[src/sv/ttf_pkg.sv]
// Shared constants and types for the text to font ROM address unit.
package ttf_pkg;

  localparam logic [7:0]  HANZI_LO   = 8'hB0;
  localparam logic [7:0]  HANZI_HI   = 8'hF7;
  localparam logic [7:0]  SYM_LO     = 8'hA1;
  localparam logic [7:0]  SYM_HI     = 8'hA3;
  localparam logic [7:0]  SECOND_MIN = 8'hA1;
  localparam logic [6:0]  CELLS_ROW  = 7'd94;
  localparam logic [12:0] GB_OFFSET  = 13'd846;
  localparam logic [7:0]  ASCII_LO   = 8'h20;
  localparam logic [7:0]  ASCII_END  = 8'h7E;
  localparam logic [23:0] ASCII_BASE = 24'h03CF80;
  localparam logic [8:0]  DISP_W     = 9'd128;
  localparam logic [6:0]  DISP_H     = 7'd64;
  localparam logic [7:0]  WIDE_W     = 8'd16;
  localparam logic [7:0]  NARROW_W   = 8'd8;
  localparam logic [6:0]  GLYPH_H    = 7'd16;

  typedef struct packed {
    logic [7:0] held_lead;
    logic       lead_pending;
    logic [7:0] column;
    logic [5:0] row;
    logic       active;
  } state_t;

  typedef struct packed {
    logic [23:0] rom_address;
    logic        wide_glyph;
    logic [7:0]  glyph_column;
    logic [2:0]  glyph_page;
    logic        fits_display;
  } glyph_t;

endpackage

[src/sv/text_to_font_rom_address_unit.sv]
// Top level: text byte stream to font ROM glyph requests.
//
// Input channel (in_*): one text byte per item with its string start marker
// and start position. Output channel (out_*): one glyph request per
// character, none for lead bytes, skipped bytes and the zero terminator.
// Both channels use valid/stall; an item moves when valid is high and stall
// is low.
// An accepted byte is held in the input register; its result is loaded into the
// output register when the byte advances, and is taken from there once out_stall
// is low. Throughput is one byte per cycle while out_stall is low, set by the
// single decode pass between the two registers.
// A stalled result holds in the output register; the byte behind it waits
// in the input register and in_stall rises only while both are occupied.
// Reset clears the text state (no string active, no pending lead byte,
// column and row zero) and empties both registers.
module text_to_font_rom_address_unit (
  input  logic        clk,
  input  logic        rst_n,
  input  logic        in_valid,
  output logic        in_stall,
  input  logic [7:0]  in_text_byte,
  input  logic        in_string_start,
  input  logic [7:0]  in_start_column,
  input  logic [5:0]  in_start_row,
  output logic        out_valid,
  input  logic        out_stall,
  output logic [23:0] out_rom_address,
  output logic        out_wide_glyph,
  output logic [7:0]  out_glyph_column,
  output logic [2:0]  out_glyph_page,
  output logic        out_fits_display
);

  logic            s1_valid_r;
  logic [7:0]      s1_byte_r;
  logic            s1_start_r;
  logic [7:0]      s1_column_r;
  logic [5:0]      s1_row_r;
  ttf_pkg::state_t state_r;
  ttf_pkg::state_t state_nxt;
  logic            emit;
  ttf_pkg::glyph_t glyph;
  ttf_pkg::glyph_t out_r;
  logic            out_valid_r;
  logic            s1_adv;
  logic            in_take;

  ttf_decode u_decode (
    .state        (state_r),
    .text_byte    (s1_byte_r),
    .string_start (s1_start_r),
    .start_column (s1_column_r),
    .start_row    (s1_row_r),
    .state_nxt    (state_nxt),
    .emit         (emit),
    .glyph        (glyph)
  );

  assign s1_adv   = s1_valid_r && (!out_valid_r || !out_stall);
  assign in_stall = s1_valid_r && !s1_adv;
  assign in_take  = in_valid && !in_stall;

  always_ff @(posedge clk) begin
    if (!rst_n) begin
      s1_valid_r  <= 1'b0;
      out_valid_r <= 1'b0;
      state_r     <= '0;
    end else begin
      if (in_take) begin
        s1_valid_r <= 1'b1;
      end else if (s1_adv) begin
        s1_valid_r <= 1'b0;
      end
      if (s1_adv) begin
        state_r <= state_nxt;
      end
      if (s1_adv && emit) begin
        out_valid_r <= 1'b1;
      end else if (!out_stall) begin
        out_valid_r <= 1'b0;
      end
    end
  end

  always_ff @(posedge clk) begin
    if (in_take) begin
      s1_byte_r   <= in_text_byte;
      s1_start_r  <= in_string_start;
      s1_column_r <= in_start_column;
      s1_row_r    <= in_start_row;
    end
    if (s1_adv && emit) begin
      out_r <= glyph;
    end
  end

  assign out_valid        = out_valid_r;
  assign out_rom_address  = out_r.rom_address;
  assign out_wide_glyph   = out_r.wide_glyph;
  assign out_glyph_column = out_r.glyph_column;
  assign out_glyph_page   = out_r.glyph_page;
  assign out_fits_display = out_r.fits_display;

endmodule

[src/sv/ttf_decode.sv]
// Per-byte decode: next text state and the glyph request for one item.
module ttf_decode (
  input  ttf_pkg::state_t state,
  input  logic [7:0]      text_byte,
  input  logic            string_start,
  input  logic [7:0]      start_column,
  input  logic [5:0]      start_row,
  output ttf_pkg::state_t state_nxt,
  output logic            emit,
  output ttf_pkg::glyph_t glyph
);

  logic [7:0]  col;
  logic [5:0]  row;
  logic        active;
  logic        pending;
  logic [6:0]  gb_row;
  logic [12:0] gb_index;
  logic [17:0] gb_addr;
  logic [23:0] ascii_addr;
  logic [7:0]  width;
  logic [8:0]  col_end;
  logic [6:0]  row_end;
  logic        is_lead;

  always_comb begin
    col     = string_start ? start_column : state.column;
    row     = string_start ? start_row : state.row;
    active  = string_start | state.active;
    pending = !string_start & state.lead_pending;

    if (state.held_lead >= ttf_pkg::HANZI_LO) begin
      gb_row = 7'(state.held_lead - ttf_pkg::HANZI_LO);
    end else begin
      gb_row = 7'(state.held_lead - ttf_pkg::SYM_LO);
    end
    gb_index = 13'(gb_row * ttf_pkg::CELLS_ROW) + 13'(text_byte - ttf_pkg::SECOND_MIN)
             + ttf_pkg::GB_OFFSET;
    gb_addr    = {gb_index, 5'd0};
    ascii_addr = ttf_pkg::ASCII_BASE + {12'd0, 8'(text_byte - ttf_pkg::ASCII_LO), 4'd0};

    is_lead = (text_byte inside {[ttf_pkg::HANZI_LO:ttf_pkg::HANZI_HI]}) ||
              (text_byte inside {[ttf_pkg::SYM_LO:ttf_pkg::SYM_HI]});

    state_nxt              = state;
    state_nxt.column       = col;
    state_nxt.row          = row;
    state_nxt.active       = active;
    state_nxt.lead_pending = 1'b0;
    emit                   = 1'b0;
    width                  = ttf_pkg::NARROW_W;
    glyph.rom_address      = ascii_addr;
    glyph.wide_glyph       = 1'b0;

    if (active) begin
      if (pending && text_byte >= ttf_pkg::SECOND_MIN) begin
        emit              = 1'b1;
        width             = ttf_pkg::WIDE_W;
        glyph.rom_address = {6'd0, gb_addr};
        glyph.wide_glyph  = 1'b1;
      end else if (text_byte == 8'd0) begin
        state_nxt.active = 1'b0;
      end else if (is_lead) begin
        state_nxt.held_lead    = text_byte;
        state_nxt.lead_pending = 1'b1;
      end else if (text_byte inside {[ttf_pkg::ASCII_LO:ttf_pkg::ASCII_END - 8'd1]}) begin
        emit = 1'b1;
      end
    end

    col_end = {1'b0, col} + {1'b0, width};
    row_end = {1'b0, row} + ttf_pkg::GLYPH_H;
    glyph.glyph_column = col;
    glyph.glyph_page   = row[5:3];
    glyph.fits_display = (col_end <= ttf_pkg::DISP_W) && (row_end <= ttf_pkg::DISP_H);
    if (emit) begin
      state_nxt.column = col + width;
    end
  end

endmodule

[config.mk]
export PLATFORM = sky130hd
export DESIGN_NAME = text_to_font_rom_address_unit
export DESIGN_NICKNAME = d
export VERILOG_FILES = /design/src/sv/ttf_pkg.sv /design/src/sv/text_to_font_rom_address_unit.sv /design/src/sv/ttf_decode.sv
export SDC_FILE = /design/constraint.sdc
export NUM_CORES = 1
export LEC_CHECK = 0
export ABC_CLOCK_PERIOD_IN_PS = 8100
export BUFFER_PORTS_ARGS = -buffer_cell sky130_fd_sc_hd__buf_2
export CAP_MARGIN = 10
export CELL_PAD_IN_SITES_DETAIL_PLACEMENT = 1
export CELL_PAD_IN_SITES_GLOBAL_PLACEMENT = 2
export CORE_UTILIZATION = 38
export DETAILED_ROUTE_END_ITERATION = 10
export PLACE_DENSITY_LB_ADDON = 0.1
export SETUP_SLACK_MARGIN = 0.1
export SLEW_MARGIN = 20
export SYNTH_ARGS = -nofsm -noshare
export SYNTH_HDL_FRONTEND = slang
export SYNTH_SLANG_ARGS = --single-unit
[constraint.sdc]
create_clock -name clk -period 8.1 [get_ports clk]
set_input_delay 0.405 -clock clk [delete_from_list [all_inputs] [get_ports clk]]
set_output_delay 0.405 -clock clk [all_outputs]
set_load 0.01 [all_outputs]
=== After elaboration in Yosys (flattened, before gate mapping) ===
Cells that the tools add are included.

* Word-level logic and storage cells: 84
* Output and inout port bits: 39
* Flip-flop bits (word level): 86

* Magnitude comparators: 9
* Muxes and demuxes: 24
* Bitwise gates (word level): 4
* Reductions and logical operators: 19
* Multiply operators: 1
* Equal/unequal tests: 1
* $add $sub $neg: 10

{| class="wikitable"
|+ Operators with widths
! kind !! count
|-
| 25-bit 2-to-1 mux || 2
|-
| 8-bit greater-or-equal comparator (second input constant) || 3
|-
| 8-bit 2-to-1 mux || 3
|-
| 18-bit by 12-bit adder with 19-bit output (first input constant) || 1
|-
| 8-bit <= comparator (second input constant) || 2
|-
| 1-bit 2-to-1 mux || 16
|-
| 7-bit by 6-bit subtractor with 7-bit output (second input constant) || 2
|-
| 13-bit by 10-bit adder with 13-bit output (second input constant) || 1
|-
| 13-bit adder || 1
|-
| 7-bit by 6-bit multiplier with 12-bit output (second input constant) || 1
|-
| 8-bit by 8-bit adder with 9-bit output || 1
|-
| 9-bit by 8-bit <= comparator with 1-bit output (second input constant) || 1
|-
| 1-bit logical AND || 9
|-
| 8-bit by 8-bit subtractor with 9-bit output (second input constant) || 1
|-
| 8-bit adder || 1
|-
| 8-bit by 6-bit greater-or-equal comparator with 1-bit output (second input constant) || 1
|-
| 8-bit by 7-bit <= comparator with 1-bit output (second input constant) || 1
|-
| 8-bit zero test || 1
|-
| 8-bit by 6-bit subtractor with 8-bit output (second input constant) || 1
|-
| 6-bit by 5-bit adder with 7-bit output (second input constant) || 1
|-
| 7-bit <= comparator (second input constant) || 1
|-
| 7-bit 2-to-1 mux || 1
|-
| 6-bit 2-to-1 mux || 1
|-
| 1-bit zero test || 5
|-
| other kinds (8) || 10
|}

=== Logic depth before layout (Yosys ltp) ===
Gate-level depths: netlist (run 1).

* Depth after elaboration: 9
* Gate-level depth with buffers: 26
* Depth with buffers taken out: 26

=== Cells and area by module ===
A second synthesis (run 1) with hierarchy kept.

* Cells, all modules: 547
* Area total of the unflattened synthesis: 5771.8 µm²

{| class="wikitable"
|+ Modules (own cells, without submodules)
! module !! cells each !! area each (µm²) !! times used
|-
| ttf_decode || 372 || 2897.8 || 1
|-
| text_to_font_rom_address_unit || 175 || 2874.0 || 1
|}

=== Worst setup path before layout (run 1) ===
Ideal clock, no wire load.

* Path kind: register -> register
* From: reg state_r[20] (netlist bit)
* To: reg out_r (netlist bit out_rom_address[17]), data pin
* Buffers on the path: 0
* Data arrival time: 5.408 ns
* Clock period less this slack: 5.665 ns
* Setup slack: 2.435 ns
* Data required time: 7.843 ns
* Stages on the path, launching flop included: 22
* Path through: dfxtp_1 > ha_1 > o21ai_1 > nand2_1 > xnor2_1 > fa_1 > inv_1 > fa_1 > fa_1 > inv_1 > ha_1 > nor2b_1 > a311oi_1 > xnor2_1 > ha_1 > ha_1 > a21oi_1 > o21ai_0 > a21o_1 > a31oi_1 > xnor3_1 > nand2_1

* Cells in the longest elaborated chain, start to end: 7
* Elaborated cells between the ends (all ways): 9
* Classes of those cells: 4 x add/sub; 1 x mul; 1 x order compare; 3 x mux

{| class="wikitable"
|+ RTL lines
! item !! RTL line !! text
|-
| start: declaration || text_to_font_rom_address_unit.sv:39 || <nowiki>ttf_pkg::state_t state_r;</nowiki>
|-
| start signal: assignment || text_to_font_rom_address_unit.sv:75 || <nowiki>state_r <= state_nxt;</nowiki>
|-
| 7-bit by 6-bit subtractor with 7-bit output (tied with other cells) || ttf_decode.sv:35 || <nowiki>gb_row = 7'(state.held_lead - ttf_pkg::SYM_LO);</nowiki>
|-
| 7-bit 2-to-1 mux (*) || ttf_decode.sv:32 || <nowiki>if (state.held_lead >= ttf_pkg::HANZI_LO) begin</nowiki>
|-
| 7-bit by 6-bit multiplier with 12-bit output (*) || ttf_decode.sv:37 || <nowiki>gb_index = 13'(gb_row * ttf_pkg::CELLS_ROW) + 13'(text_byte - ttf_pkg::SECOND_MIN)</nowiki>
|-
| 13-bit adder (*) || ttf_decode.sv:37 ||
|-
| 13-bit by 10-bit adder with 13-bit output (*) || ttf_decode.sv:38 || <nowiki>+ ttf_pkg::GB_OFFSET;</nowiki>
|-
| 25-bit 2-to-1 mux (*) || ttf_decode.sv:56 || <nowiki>if (pending && text_byte >= ttf_pkg::SECOND_MIN) begin</nowiki>
|-
| 25-bit 2-to-1 mux (*) || ttf_decode.sv:55 || <nowiki>if (active) begin</nowiki>
|-
| end signal: assignment || text_to_font_rom_address_unit.sv:93 || <nowiki>out_r <= glyph;</nowiki>
|-
| end: declaration || text_to_font_rom_address_unit.sv:43 || <nowiki>ttf_pkg::glyph_t out_r;</nowiki>
|}

Every way passes the cells marked *; elsewhere a longest branch is shown, timed or not.
A chain may end at the register's enable or synchronous reset.

=== Worst setup path after layout (run 1) ===
Same ends and word-level chain as after synthesis.

==> results.toml, run 1 <==
[critical_path]
crit_path_end_kind = "flip-flop"
crit_fanout = 9
critPathMostFrequentCell = "ha_1"
crit_slowest_cell = "xnor2_1"
cp-start-kind = "flip-flop"
worstSetupPathType = "reg -> reg"
critical-path-max-stage-delay_ns = 0.60
cp.required_ns = 8.31
cp_cell_sequence = "ha_1, o21ai_1, nand2_1, xnor2_1, fa_1, ha_1, fa_1, fa_1, a21oi_1, nor2b_1, a311oi_1, xnor2_1, ha_1, ha_1, a21oi_1, o21ai_0, a21o_1, a31oi_1, xnor3_1, nand2_1"
arrival_ns = 6.44

[clock_tree]
numCtsBuffers = 9
cts_resized = 0
hold_buffers = 0
clkTransAtPathRegs_ns = 0.07
insertion_delay_ns = 0.35
cts_setup_buffers = 0
htreeDepth = 3
cts-root-buf = "clkbuf_16"
clockBufferDepth = 2
clock_sink_count = 76
cts_tree = "yes"

[sta]
finalSetupViolations = 0
rsz0062_at_grt = "no"
min_period_ns = 6.231
max_clock_freq_ghz = 0.1605
tns_ns = 0
period_share = 0.7692
worst_pin_slew_ns = 0.8188
slew_headroom = 0.4541
final-max-slew-violation-count = 0
holdWs_ns = 0.2291
hold_violations = 0
fin_worst_skew_ns = 0.009283

[drt]
vias = 3639
wl_um = 11060
wire_per_inst_um = 15.03
drcViolationCount = 0
first_iter_violations = 92
firstDrtPassIters = 5
ant_nets = 0
vias_per_cell = 4.944

[floorplanning]
io_pins = 66
core_um2 = 13190
rows = 42
die_y_um = 118.2
die-area_um2 = 13960
die_w_um = 118.2
start_util = 0.3887

[global_route]
top_usage_layer = "met2"
use_met3 = 0.04681
grt_overflow = 0
grt_pass1_wl_um = 18660
use_met1 = 0.1949
grt_max_degree = 28
track_usage = 0.1739
use_met2 = 0.3140
grt_pass1_vias = 3875
antenna_found_initial = 1

[cells_and_area]
final_cells = 736
layout_commonest_cell = "inv_1"
nFillCells = 1491
final_cell_mix = "65 x inv_1, 57 x ha_1, 55 x buf_2, 50 x edfxtp_1, 38 x nor2_1"
area_growth_pct = 13.30
drive_gt1_frac = 0.1625
layout.nets = 654
insertedDiodeCount = 0

[synth]
synth_ff_type = "edfxtp_1"
seq_area_frac_synth = 0.3943
yosysWarnings = 0
ys_types = 59
synth_area_um2 = 5127
synth-seq-cells = 76
synth_edf_count = 50
async_reset_ff_frac = 0
syn_inst = 504
avgSynthCellArea_um2 = 10.17

[placement]
port_buffers = 55
place_inst = 720
dp_hpwl_um = 8496
gp_congestion = 0.7255

[status]
status = "finished, final reports clean"

[run]
maxCapViolCount = 0

[pwr]
p_per_area_nw_per_um2 = 333.1
peakVddDrop_mv = 0.2559
power_leakage_nw = 2.532

[worst_hold_path]
hp-class = "in -> reg"
cell type report:
type | count | area (um2) | share of cell area
Clock buffer | 11 | 252.7 | 0.04351
Clock inverter | 5 | 42.54 | 0.007323
Inverter | 67 | 251.5 | 0.04329
Multi-Input combinational cell | 344 | 2730 | 0.4700
Sequential cell | 76 | 2022 | 0.3481
Tap cell | 176 | 220.2 | 0.03791
Timing Repair Buffer | 57 | 290.3 | 0.04997
power by group:
group          switching [mW]  internal, mW
clock                   0.166         0.227
combinational           0.576         0.526
sequential             0.0115         0.429
worst max-delay path: cells and delay by family, from the launching register on:
family                   cells  cell delay, ns
adder cells (fa/ha/maj)      7            2.68
AO/OA/AOI/OAI                7            1.70
XOR/XNOR                     3            1.12
flip-flops                   1            0.33
AND/OR/NAND/NOR              3            0.29
synthesized netlist by cell type (2+ instances only):
| master | number | area [um2] |
|---|---|---|
| xor2_1 | 9 | 78.83 |
| nor4b_1 | 2 | 17.52 |
| ha_1 | 57 | 713.2 |
| nor2b_1 | 8 | 50.05 |
| mux2_2 | 5 | 56.30 |
| a311oi_1 | 3 | 26.28 |
| o21a_1 | 4 | 30.03 |
| nand2_1 | 33 | 123.9 |
| fa_1 | 15 | 300.3 |
| inv_1 | 66 | 247.7 |
| clkbuf_1 | 7 | 26.28 |
| buf_6 | 2 | 22.52 |
| o21ai_1 | 2 | 10.01 |
| or4b_4 | 2 | 27.53 |
| nor2_1 | 38 | 142.6 |
| edfxtp_1 | 50 | 1501 |
| nor3_1 | 10 | 50.05 |
| a21o_1 | 5 | 37.54 |
| o21ai_4 | 2 | 32.53 |
| xnor2_1 | 25 | 219.0 |
| a211oi_1 | 4 | 30.03 |
| a31oi_1 | 2 | 12.51 |
| a21oi_1 | 26 | 130.1 |
| nand2b_1 | 4 | 25.02 |
| o21ai_0 | 15 | 75.07 |
| and2_1 | 2 | 12.51 |
| mux2i_1 | 17 | 170.2 |
| buf_4 | 11 | 82.58 |
| and3_1 | 3 | 18.77 |
| dfxtp_1 | 26 | 520.5 |
| o41ai_1 | 2 | 17.52 |
| nand3_1 | 16 | 80.08 |
| buf_2 | 5 | 25.02 |
final timing paths:
kind                            slack, ns                from  cells past startpoint                   to
worst min register to register       0.46          state_r[1]                      2           state_r[1]
worst max-delay path                 1.87         state_r[20]                     20  out_rom_address[17]
worst max register to register       1.87         state_r[20]                     20  out_rom_address[17]
worst min-delay path                 0.23  in_start_column[6]                      1       s1_column_r[6]
sequential cells by signal, indices dropped and copies added (netlist names):
register	cells
s1_column_r	8
s1_byte_r	8
state_r	24
out_glyph_page	3
s1_valid_r	1
out_wide_glyph	1
out_rom_address	14
s1_row_r	6
out_glyph_column	8
s1_start_r	1
out_valid	1
out_fits_display	1
metrics by stage:
step	utilization	area [um2]	total power [mW]	worst slack [ns]
final	0.4404	5809	1.935	1.869
after CTS	0.4404	5809	1.989	1.802
after global routing	0.4404	5809	2.143	1.368
after global placement	0.4180	5514	1.556	2.046
after detailed placement	0.4180	5514	1.575	1.865
after floorplan	-	5161	1.345	2.435
cell families (layout without fill, tap and decap cells):
| group | count (synthesis) | in the layout | synth area share |
|---|---|---|---|
| xor+xnor | 35 | 35 | 0.06247 |
| fa+ha+maj | 72 | 72 | 0.1977 |
| buf+inv | 93 | 140 | 0.08028 |
| compound gates | 75 | 75 | 0.09590 |
| flops | 76 | 76 | 0.3943 |
| other cells | 1 | 10 | 0.0007314 |
| mux | 22 | 22 | 0.04417 |
| simple gates | 130 | 130 | 0.1245 |
per-layer routing:
layer / part of all wire / wire length [um]
met1: 0.44 / 4816
met4: 0.010 / 116
met2: 0.52 / 5734
met3: 0.036 / 396
met5: 0 / 0
No activity file was read; power rests on OpenSTA's default activity.
==> run 2: changes to the inputs <==
--- a/config.mk
+++ b/config.mk
@@ -5,12 +5,13 @@
 export SDC_FILE = /design/constraint.sdc
 export NUM_CORES = 1
 export LEC_CHECK = 0
-export ABC_CLOCK_PERIOD_IN_PS = 8100
+export ABC_AREA = 1
+export ABC_CLOCK_PERIOD_IN_PS = 6500
 export BUFFER_PORTS_ARGS = -buffer_cell sky130_fd_sc_hd__buf_2
 export CAP_MARGIN = 10
 export CELL_PAD_IN_SITES_DETAIL_PLACEMENT = 1
 export CELL_PAD_IN_SITES_GLOBAL_PLACEMENT = 2
-export CORE_UTILIZATION = 38
+export CORE_UTILIZATION = 36
 export DETAILED_ROUTE_END_ITERATION = 10
 export PLACE_DENSITY_LB_ADDON = 0.1
 export SETUP_SLACK_MARGIN = 0.1
==> constraint.sdc (replaced) <==
create_clock -name clk -period 6.5 [get_ports clk]
set_input_delay 0.325 -clock clk [delete_from_list [all_inputs] [get_ports clk]]
set_output_delay 0.325 -clock clk [all_outputs]
set_load 0.01 [all_outputs]
==> run 2 against run 1 <==
Against the previous run: routed wire length rose by 10%; sequential power up 25%; count of clock-buffer cells in the layout unchanged; combinational power is 70% higher; first-iteration DRC count rose by 49%; synthesized cell count grew 18%; die area increased by 10%; total power grew 51%; register-to-register slack got worse by 1.2 ns; critical path depth rose by 9; critical path type unchanged; highest routed layer unchanged.
==> results.toml, run 2 <==
[sta]
hold_violations = 0
period_share = 0.8924
rsz0062_at_grt = "no"
max_clock_freq_ghz = 0.1724
worst_pin_slew_ns = 0.9618
min_period_ns = 5.801
final-max-slew-violation-count = 0
fin_worst_skew_ns = 0.01130
tns_ns = 0
finalSetupViolations = 0
slew_headroom = 0.3581

[cells_and_area]
area_growth_pct = 12.55
layout.nets = 751
final_cell_mix = "107 x inv_1, 101 x nand2_1, 57 x ha_1, 55 x buf_2, 50 x edfxtp_1"
regMostFlops = "state_r"
insertedDiodeCount = 0
final_cells = 841
drive_gt1_frac = 0.1598
layout_commonest_cell = "inv_1"
largest_reg_flops = 24

[critical_path]
cp.required_ns = 6.58
worstSetupPathType = "reg -> reg"
critPathMostFrequentCell = "nand2_1"
crit_path_end_kind = "flip-flop"
cp-start-kind = "flip-flop"
critical-path-max-stage-delay_ns = 0.54
arrival_ns = 5.88
crit_slowest_cell = "fa_1"
crit_fanout = 5

[global_route]
grt_pass1_vias = 4054
grt_pass1_wl_um = 19980
antenna_found_initial = 0
use_met2 = 0.2740
use_met3 = 0.02564
use_met1 = 0.2400
grt_overflow = 0
track_usage = 0.1721
top_usage_layer = "met2"
grt_max_degree = 29

[synth]
yosys-top-cells-count = "108 x inv_1, 101 x nand2_1, 57 x ha_1"
syn_inst = 597
seq_area_frac_synth = 0.3777
async_reset_ff_frac = 0
synth_area_leader_cell = "edfxtp_1"
ys_types = 47
synth_edf_count = 50
yosysMostFrequentCell = "inv_1"
synth_area_leaders = "edfxtp_1 28%, ha_1 13%, dfxtp_1 9.7%"
synth_ff_type = "edfxtp_1"
avgSynthCellArea_um2 = 8.968
yosys.area.top_type_share = 0.2804
yosysWarnings = 0
synth_area_um2 = 5354
synth-seq-cells = 76

[clock_tree]
clock_sink_count = 76
htreeDepth = 3
cts_tree = "yes"
clockBufferDepth = 2
cts-root-buf = "clkbuf_16"
numCtsBuffers = 9
cts_setup_buffers = 0
clkTransAtPathRegs_ns = 0.07
insertion_delay_ns = 0.34

[placement]
gp_congestion = 0.7569
place_inst = 825
port_buffers = 55
dp_hpwl_um = 9628

[floorplanning]
die_y_um = 124.0
die_w_um = 124.0
start_util = 0.3684
core_um2 = 14530
die-area_um2 = 15360
rows = 44
io_pins = 66

[drt]
first_iter_violations = 137
ant_nets = 0
firstDrtPassIters = 4
drcViolationCount = 0
vias = 4000
vias_per_cell = 4.756
wire_per_inst_um = 14.53
wl_um = 12220

[pwr]
p_comb_frac = 0.638
sequentialPowerShare = 0.188
intPower_mw = 1.537
switching_share = 0.4750
p_switching_mw = 1.391
p_per_area_nw_per_um2 = 486.0
peakVddDrop_mv = 0.3598
clock_power_share = 0.174
power_leakage_nw = 2.800

[worst_hold_path]
hp-class = "in -> reg"

[run]
maxCapViolCount = 0

[status]
status = "finished, final reports clean"
## run 2: final cells by class
class,instances,area [um2]
Sequential cell,76,2022
Clock buffer,11,232.7
Inverter,116,435.4
Fill cell,1751,8508
Multi-Input combinational cell,394,2770
Clock inverter,5,60.06
Timing Repair Buffer,55,275.3
Tap cell,184,230.2
## run 2: timing repair
action                                  in CTS  in global routing
gates resized for setup                      0                  1
endpoints found under the setup margin       0                  1
hold buffers                                 0                  0
endpoints found under the hold margin        0                  0
## run 2: worst max-delay path: cells and delay by family, from the launching register on
kind | cells | cell delay [ns]
adders and majority gates | 7 | 2.70
xor gates and xnor gates | 1 | 0.13
DFF | 1 | 0.40
and+or+nand+nor | 13 | 1.24
buffers and inverters | 5 | 0.40
AOI/OAI and AO/OA | 3 | 0.66
## run 2: worst paths after layout
| kind | depth (start not counted) | slack, ns | end | from |
|---|---|---|---|---|
| setup reg to reg | 29 | 0.70 | out_rom_address[17] | state_r[16] |
| hold reg to reg | 2 | 0.47 | state_r[15] | state_r[15] |
| hold / removal | 1 | 0.16 | s1_byte_r[3] | in_text_byte[3] |
| setup / recovery | 29 | 0.70 | out_rom_address[17] | state_r[16] |
## run 2: logic make-up (layout without fill, tap and decap cells)
| kind of cell | after synthesis | in the layout | share of synthesized area |
|---|---|---|---|
| xor+xnor | 33 | 33 | 0.05399 |
| mux | 3 | 3 | 0.005609 |
| buf+inv | 136 | 187 | 0.1129 |
| flops | 76 | 76 | 0.3777 |
| other cells | 1 | 10 | 0.0007004 |
| fa+ha+maj | 72 | 72 | 0.1893 |
| compound gates | 89 | 89 | 0.09769 |
| simple gates | 187 | 187 | 0.1622 |
## run 2: power by group through the flow
stage / clock [mW] / combinational (mW) / sequential (mW)
floorplan: 0 / 1.47 / 0.556
global placement: 0 / 1.87 / 0.561
detailed placement: 0 / 1.89 / 0.562
CTS: 0.523 / 1.91 / 0.551
global route: 0.539 / 2.16 / 0.554
finish: 0.510 / 1.87 / 0.551
## run 2: per-layer routing
| metal | wire length, um | share of wire |
|---|---|---|
| met3 | 319 | 0.026 |
| met2 | 5466 | 0.45 |
| met5 | 0 | 0 |
| met1 | 6287 | 0.51 |
| met4 | 144 | 0.012 |
## run 2: metrics by stage
| stage | utilization | total power [mW] | worst slack, ns | cell area (um2) | hold WS (ns) |
|---|---|---|---|---|---|
| after floorplan | - | 2.030 | 1.149 | 5388 | 0.4239 |
| after global placement | 0.3939 | 2.430 | 0.8307 | 5724 | 0.4549 |
| after detailed placement | 0.3939 | 2.452 | 0.5648 | 5724 | 0.4672 |
| after CTS | 0.4140 | 2.980 | 0.5522 | 6017 | 0.1393 |
| after global routing | 0.4146 | 3.252 | 0.1385 | 6026 | 0.1402 |
| final | 0.4146 | 2.929 | 0.6993 | 6026 | 0.1559 |
